**config.mk**
```make
export PLATFORM = sky130hd
export DESIGN_NAME = esc_pwm_frame_generator_with_arming
export DESIGN_NICKNAME = d
export VERILOG_FILES = /design/src/rtl/epfg_pkg.sv /design/src/rtl/esc_pwm_frame_generator_with_arming.sv
export SDC_FILE = /design/constraint.sdc
export NUM_CORES = 1
export LEC_CHECK = 0
export ABC_AREA = 1
export ABC_CLOCK_PERIOD_IN_PS = 7070
export BUFFER_PORTS_ARGS = -buffer_cell sky130_fd_sc_hd__clkbuf_2
export CAP_MARGIN = 30
export CORE_MARGIN = 2
export CORE_UTILIZATION = 49
export DETAILED_ROUTE_END_ITERATION = 7
export PLACE_DENSITY_LB_ADDON = 0.12
export SLEW_MARGIN = 25
export SYNTH_ARGS = -nofsm -noshare
export SYNTH_HDL_FRONTEND = slang
export SYNTH_SLANG_ARGS = --single-unit
```
**constraint.sdc**
```tcl
create_clock -name clk -period 7.07 [get_ports clk]
set_input_delay 0.3535 -clock clk [delete_from_list [all_inputs] [get_ports clk]]
set_output_delay 0.3535 -clock clk [all_outputs]
set_load 0.005 [all_outputs]
```
**src/rtl/epfg_pkg.sv**
```systemverilog
//----------------------------------------------------------------------------
// ESC PWM frame generator package
// Widths, reset values, register indexes and types of the frame generator.
//----------------------------------------------------------------------------
`default_nettype none

package epfg_pkg;

    localparam int NUM_MOTORS = 4;
    localparam int TIME_BITS  = 16;

    localparam int IN_MOTORS    = 4;
    localparam int WIDTH_BITS   = 16;
    localparam int THR_BITS     = 11;
    localparam int YAW_BITS     = 11;
    localparam int LEVEL_BITS   = 10;
    localparam int PERIOD_BITS  = 16;
    localparam int CFG_IDX_BITS = 2;
    localparam int CFG_DAT_BITS = 16;
    localparam int CMP_BITS     = (TIME_BITS > WIDTH_BITS) ? TIME_BITS : WIDTH_BITS;

    localparam int S_DATA_BITS = 88;
    localparam int M_DATA_BITS = 8;

    localparam logic [PERIOD_BITS-1:0] PERIOD_RST  = 16'd2008;
    localparam logic [THR_BITS-1:0]    THR_MAX_RST = 11'd1020;
    localparam logic [LEVEL_BITS-1:0]  YAW_LVL_RST = 10'd980;

    localparam logic [CFG_IDX_BITS-1:0] CFG_FRAME_PERIOD = 2'd0;
    localparam logic [CFG_IDX_BITS-1:0] CFG_ARM_THR_MAX  = 2'd1;
    localparam logic [CFG_IDX_BITS-1:0] CFG_ARM_YAW_LVL  = 2'd2;

    localparam logic OP_TICK    = 1'b0;
    localparam logic OP_COMMAND = 1'b1;

    typedef logic [NUM_MOTORS-1:0]                 pins_t;
    typedef logic [NUM_MOTORS-1:0][WIDTH_BITS-1:0] widths_t;
    typedef logic [TIME_BITS-1:0]                  time_t;

    typedef struct packed {
        logic [THR_BITS-1:0]        thr;
        logic signed [YAW_BITS-1:0] yaw;
        logic                       on;
    } sticks_t;

endpackage

`default_nettype wire

```
**src/rtl/esc_pwm_frame_generator_with_arming.sv**
```systemverilog
//----------------------------------------------------------------------------
// ESC PWM frame generator with arming
// Multichannel ESC pulse generator driven by microsecond ticks and commands.
//----------------------------------------------------------------------------
// Usage:
//   Slave channel s_*: one transaction per item. s_tuser selects a one
//   microsecond tick (0) or a command (1); s_tdata carries throttle, yaw, the
//   on switch and four pulse widths. Master channel m_*: one transaction per
//   input item with the pin levels, the armed flag and the frame start flag
//   after that item.
//   The registered result appears in the cycle after the input transaction.
//   Throughput: one item per cycle unless stalled; the state update for an
//   item is a single pass of compares and a saturating increment between the
//   state registers. The result register frees in the cycle the receiver takes
//   it, so a new item is taken in the same cycle a waiting result leaves.
//   Stall: while m_tready is low and a result waits, s_tready is low and the
//   result holds.
//   Reset: disarmed, pins low, elapsed time zero, registers at their
//   defaults, no result pending.
//   Configuration: cfg_we/cfg_idx/cfg_wdata write one register per cycle;
//   write only while no item is in flight.
//----------------------------------------------------------------------------
`default_nettype none

module esc_pwm_frame_generator_with_arming
    import epfg_pkg::*;
(
    input  wire logic                    clk,
    input  wire logic                    rst_n,
    input  wire logic                    cfg_we,
    input  wire logic [CFG_IDX_BITS-1:0] cfg_idx,
    input  wire logic [CFG_DAT_BITS-1:0] cfg_wdata,
    input  wire logic                    s_tvalid,
    output logic                         s_tready,
    // throttle[10:0], yaw[21:11], on_switch[22], width_motor0[38:23],
    // width_motor1[54:39], width_motor2[70:55], width_motor3[86:71], zero[87]
    input  wire logic [S_DATA_BITS-1:0]  s_tdata,
    // op[0]
    input  wire logic                    s_tuser,
    output logic                         m_tvalid,
    input  wire logic                    m_tready,
    // motor_pins[3:0], is_armed[4], frame_started[5], zero[7:6]
    output logic [M_DATA_BITS-1:0]       m_tdata
);

    localparam time_t TIME_MAX = {TIME_BITS{1'b1}};
    localparam pins_t PIN_MASK = {NUM_MOTORS{1'b1}};

    logic [PERIOD_BITS-1:0] period_reg;
    logic [THR_BITS-1:0]    thr_max_reg;
    logic [LEVEL_BITS-1:0]  yaw_lvl_reg;

    logic    armed_reg, armed_next;
    time_t   elapsed_reg, elapsed_next;
    pins_t   pins_reg, pins_next;
    widths_t frame_w_reg, frame_w_next;
    widths_t pend_w_reg, pend_w_next;
    sticks_t frame_st_reg, frame_st_next;
    sticks_t pend_st_reg, pend_st_next;

    logic                   m_valid_reg;
    logic [M_DATA_BITS-1:0] m_data_reg, m_data_next;

    logic    accept;
    logic    is_tick;
    time_t   elapsed_inc;
    pins_t   pins_a, pins_b;
    logic    armed_a;
    logic    start;
    widths_t in_w, src_w;
    sticks_t in_st, src_st;
    logic [IN_MOTORS-1:0][WIDTH_BITS-1:0] in_raw;
    logic [3:0] pins_out;

    function automatic pins_t fall(pins_t p, time_t el, widths_t w);
        pins_t r;
        r = p;
        for (int i = 0; i < NUM_MOTORS; i++) begin
            if (p[i] && (CMP_BITS'(el) >= CMP_BITS'(w[i])))
            begin
                r[i] = 1'b0;
            end
        end
        return r;
    endfunction

    function automatic logic disarm_ok(sticks_t s, logic [THR_BITS-1:0] tmax,
                                       logic [LEVEL_BITS-1:0] lvl);
        return (s.thr < tmax) && ($signed({s.yaw[YAW_BITS-1], s.yaw}) >
               $signed({2'b00, lvl})) && !s.on;
    endfunction

    assign accept   = s_tvalid && s_tready;
    assign s_tready = !m_valid_reg || m_tready;
    assign m_tvalid = m_valid_reg;
    assign m_tdata  = m_data_reg;
    assign is_tick  = (s_tuser == OP_TICK);

    always_comb
    begin
        in_st.thr = s_tdata[10:0];
        in_st.yaw = s_tdata[21:11];
        in_st.on  = s_tdata[22];
        in_raw[0] = s_tdata[38:23];
        in_raw[1] = s_tdata[54:39];
        in_raw[2] = s_tdata[70:55];
        in_raw[3] = s_tdata[86:71];
        for (int i = 0; i < NUM_MOTORS; i++) begin
            if (i < IN_MOTORS)
            begin
                in_w[i] = in_raw[i % IN_MOTORS];
            end
            else
            begin
                in_w[i] = '0;
            end
        end
    end

    assign src_w  = is_tick ? pend_w_reg : in_w;
    assign src_st = is_tick ? pend_st_reg : in_st;
    assign elapsed_inc = (elapsed_reg == TIME_MAX) ? elapsed_reg : elapsed_reg + 1'b1;

    always_comb
    begin
        armed_next    = armed_reg;
        elapsed_next  = elapsed_reg;
        pins_next     = pins_reg;
        frame_w_next  = frame_w_reg;
        frame_st_next = frame_st_reg;
        pend_w_next   = pend_w_reg;
        pend_st_next  = pend_st_reg;
        pins_a        = pins_reg;
        armed_a       = armed_reg;
        start         = 1'b0;
        pins_b        = '0;

        if (is_tick)
        begin
            elapsed_next = elapsed_inc;
            if (armed_reg)
            begin
                pins_a = fall(pins_reg, elapsed_inc, frame_w_reg);
                if ((pins_reg != '0) && (pins_a == '0) &&
                    disarm_ok(frame_st_reg, thr_max_reg, yaw_lvl_reg))
                begin
                    armed_a = 1'b0;
                end
                start = armed_a && (pins_a == '0) &&
                        (CMP_BITS'(elapsed_inc) >= CMP_BITS'(period_reg));
            end
        end
        else
        begin
            pend_w_next  = in_w;
            pend_st_next = in_st;
            if (!armed_reg && (in_st.thr < thr_max_reg) && in_st.on &&
                ($signed({in_st.yaw[YAW_BITS-1], in_st.yaw}) <
                 -$signed({2'b00, yaw_lvl_reg})))
            begin
                armed_a = 1'b1;
                start   = 1'b1;
            end
        end

        armed_next = armed_a;
        pins_next  = pins_a;
        if (start)
        begin
            pins_b        = fall(PIN_MASK, '0, src_w);
            pins_next     = pins_b;
            elapsed_next  = '0;
            frame_w_next  = src_w;
            frame_st_next = src_st;
            if ((pins_b == '0) && disarm_ok(src_st, thr_max_reg, yaw_lvl_reg))
            begin
                armed_next = 1'b0;
            end
        end

        for (int i = 0; i < 4; i++) begin
            pins_out[i] = (i < NUM_MOTORS) ? pins_next[i % NUM_MOTORS] : 1'b0;
        end
        m_data_next = {2'b00, start, armed_next, pins_out};
    end

    always_ff @(posedge clk or negedge rst_n)
    begin
        if (!rst_n)
        begin
            period_reg  <= PERIOD_RST;
            thr_max_reg <= THR_MAX_RST;
            yaw_lvl_reg <= YAW_LVL_RST;
        end
        else if (cfg_we)
        begin
            unique case (cfg_idx)
                CFG_FRAME_PERIOD: period_reg  <= cfg_wdata;
                CFG_ARM_THR_MAX:  thr_max_reg <= cfg_wdata[THR_BITS-1:0];
                CFG_ARM_YAW_LVL:  yaw_lvl_reg <= cfg_wdata[LEVEL_BITS-1:0];
                default:          ;
            endcase
        end
    end

    always_ff @(posedge clk or negedge rst_n)
    begin
        if (!rst_n)
        begin
            armed_reg   <= 1'b0;
            elapsed_reg <= '0;
            pins_reg    <= '0;
            m_valid_reg <= 1'b0;
        end
        else
        begin
            if (accept)
            begin
                armed_reg   <= armed_next;
                elapsed_reg <= elapsed_next;
                pins_reg    <= pins_next;
                m_valid_reg <= 1'b1;
            end
            else if (m_tready)
            begin
                m_valid_reg <= 1'b0;
            end
        end
    end

    always_ff @(posedge clk)
    begin
        if (accept)
        begin
            frame_w_reg  <= frame_w_next;
            frame_st_reg <= frame_st_next;
            pend_w_reg   <= pend_w_next;
            pend_st_reg  <= pend_st_next;
            m_data_reg   <= m_data_next;
        end
    end

endmodule

`default_nettype wire

```
==> impl_metrics.ini <==
[status]
status = complete, but fails checks
violations = negative hold slack

[clock_tree]
post-cts-setup-buffer-count = 0
insertion_delay_ns = 0.54
cts_max_level = 1
postCtsHoldBufs = 0
cts-root-buf = clkbuf_16
clkSinkCount = 239
ctsResizeCount = 0
clockBufferDepth = 3
cts_tree = done
cts_buffers = 26
clk_pin_slew_ns = 0.06

[worst_setup_path]
cp-startpoint = elapsed_reg[0]$_DFFE_PN0P_
slowest_delay_ns = 0.51
startpoint_type = register
crit_type = register to register
r2r-start = elapsed_reg[0]$_DFFE_PN0P_
worstRegToRegCells = 25
cp_slowest_cell = buf_4
cp_common_cell = nand2_1
timing.rr.end = frame_w_reg[37]$_DFFE_PP_
r2r_slack_ns = 2.38
required_ns = 7.24
crit_fanout = 48
worst_setup_path_end_kind = register
crit_arrival_ns = 4.86

[pwr]
p_leak_nw = 7.46
p_int_mw = 2.68
p_total_mw = 3.81
seqPwrFrac_pct = 45.4
netSwitchingPower_mw = 1.13
pwr-share-clk_pct = 34.3
power_frac_comb_pct = 20.4
swShare_pct = 29.8
powerDensity_mw_per_mm2 = 249
irDropWorstVdd_uv = 194

[die]
ios = 122
start_util_pct = 50.1
die_y_microns = 170
dieArea_sq_mm = 0.0291
coreArea_sq_mm = 0.0271
die_x_microns = 170
rows = 60

[synthesis]
synthTopCellsByArea = edfxtp_1 (40%), ha_1 (13%), nand2_1 (11%)
synth_cell_types = 45
syn_area_per_cell_sq_um = 9.20
yosysSeqAreaShare_pct = 50.9
ys_ff_latch = 239
netlist_instances = 1475
synth_top_area_cell = edfxtp_1
synth_enable_flop_cells = 180
synth_top_area_share_pct = 39.8
synth_area_sq_mm = 0.0136
synthArstFlopShare_pct = 24.7
synth_warnings = 0
synth_ff_type = edfxtp_1

[timing]
setup_viol = 0
hold_viol = 24
setup_tns_ns = 0
finalCritPeriodShare_pct = 66.3
rsz0062_at_grt = false
tightest_slew_ns = 0.835
min_period_ns = 4.69
hold_slack_ns = -0.0237
slew_headroom_pct = 44.2
fmax_mhz = 213
fin_ws_ns = 2.38
fin_worst_skew_ns = 0.0169
slew_viol_final = 0

[detailed_routing]
vias = 10046
wl_met2_mm = 13.9
top_layer_used = met4
drt_iter0_markers = 737
drc = 0
wl_met3_mm = 1.70
wl_met1_mm = 15.1
wl_per_cell_microns = 15.7
viasPerCell = 5.05
antenna_left = 0
drt-pass1-iter-count = 5
routed_wl_mm = 31.3

[grt]
grt_pass1_vias = 9579
grt_max_degree = 82
grt_pass1_wl_mm = 49.8
grt_antenna_before_repair = 0
gr-total-overflow = 0
grt_usage_pct = 22.1

[placement]
gp_congestion = 0.867
post-place-ws_ns = 2.41
detailed_place_hpwl_mm = 22.1
io_buffers = 118

[min_path]
hold_path_class = input port to async pin

[job]
max-cap-violations = 0

[cells_and_area]
drive_above_1_share_pct = 13.6
antenna_cells = 0
area_delta_synth_final_pct = 12.8
nets = 1851
kinds of logic (layout without fill, tap and decap cells):
| family | count (synthesis) | count (layout) | share of synthesized area [%] |
|---|---|---|---|
| DFF | 239 | 239 | 50.9 |
| AOI/OAI and AO/OA | 172 | 172 | 6.59 |
| xor gates and xnor gates | 16 | 16 | 1.03 |
| buffers and inverters | 266 | 406 | 7.94 |
| adders and majority gates | 143 | 143 | 13.2 |
| other | 1 | 2 | 0.0276 |
| and+or+nand+nor | 638 | 638 | 20.4 |
stage by stage:
step	hold slack [ns]	util [%]	std cells	instance area [sq um]
4_1_cts	0.00799	56.5	1988	15300
6_report	-0.0237	56.5	1988	15300
5_1_grt	0.0420	56.5	1988	15300
2_1_floorplan	0.0579	-	1476	13600
3_3_place_gp	0.474	53.5	1939	14500
3_5_place_dp	0.479	53.5	1940	14500
layout by cell type, fill, tap and decap left out, types with 4 or more instances in the layout:
cell | Yosys | layout
or2_2 | 7 | 7
or2_0 | 11 | 11
nor3_1 | 7 | 7
or2_1 | 21 | 21
nand2_2 | 11 | 11
clkinv_2 | 0 | 9
ha_1 | 143 | 143
clkbuf_2 | 0 | 117
nand3_1 | 61 | 61
inv_1 | 229 | 228
inv_2 | 4 | 4
clkinv_1 | 0 | 4
dfstp_2 | 21 | 21
clkbuf_1 | 13 | 5
xor2_1 | 13 | 13
nand4_1 | 20 | 20
o21ai_0 | 71 | 71
nor2_1 | 78 | 76
buf_4 | 4 | 6
clkbuf_16 | 0 | 27
dfrtp_1 | 38 | 38
and2_1 | 6 | 6
nand2_1 | 401 | 401
edfxtp_1 | 180 | 180
nor4_1 | 4 | 4
a21oi_1 | 63 | 63
o21ai_1 | 25 | 25
layout make-up:
class / instances / area (sq um)
clock buffers: 32 / 694
clock inverters: 16 / 115
fillers: 2481 / 11800
inverters: 234 / 883
multi-input cells: 971 / 5600
flip-flops and latches: 239 / 6910
well taps: 372 / 465
repair buffers: 124 / 642
synth_stat cells, types with 2 or more instances:
library cell and n:
nand3_1 61, clkbuf_1 13, nand2_1 401, o21bai_1 2, or2_0 11, or2_2 7, inv_2 4, nor3_1 7
xor2_1 13, nor4_1 4, o21ai_2 2, a21oi_1 63, dfstp_2 21, nand4_1 20, o21ai_0 71, buf_4 4
edfxtp_1 180, nand2_2 11, o211ai_1 2, inv_1 229, and2_1 6, xnor2_1 3, or2_1 21, nor3_4 2
buf_2 7, dfrtp_1 38, a21o_1 2, o21ai_1 25, ha_1 143, nand3_2 2, nor2_1 78, buf_6 7
o21a_1 3
power by group through the flow:
stage / sequential, mW / clock, mW / combinational [mW]
global placement: 1.75 / 0 / 0.752
CTS: 1.73 / 1.33 / 0.783
finish: 1.73 / 1.30 / 0.777
global route: 1.74 / 1.39 / 0.909
floorplan: 1.74 / 0 / 0.551
detailed placement: 1.75 / 0 / 0.778
routing by layer:
layer	vias to the layer above	global-route usage [%]
li1	5085	-
met4	0	4.42
met1	4676	32.6
met2	249	35.2
met3	36	2.74
met5	-	0
worst max-delay path, delay by kind of cell (launching register included):
kind / cells / cell delay (ns)
flops: 1 / 0.42
fa+ha+maj: 2 / 0.64
simple gates: 19 / 2.36
buf+inv: 4 / 0.84
how the worst max path moves through the flow:
stage / end / slack, ns / cells after the start
after global placement: frame_w_reg[0]$_DFFE_PP_ / 2.46 / 25
after global routing: frame_w_reg[24]$_DFFE_PP_ / 1.93 / 26
after floorplan: frame_st_reg[0]$_DFFE_PP_ / 1.46 / 25
after CTS: frame_w_reg[0]$_DFFE_PP_ / 2.38 / 25
after detailed placement: frame_w_reg[0]$_DFFE_PP_ / 2.41 / 25
final: frame_w_reg[37]$_DFFE_PP_ / 2.38 / 25
No activity file was read; power rests on OpenSTA's default activity.
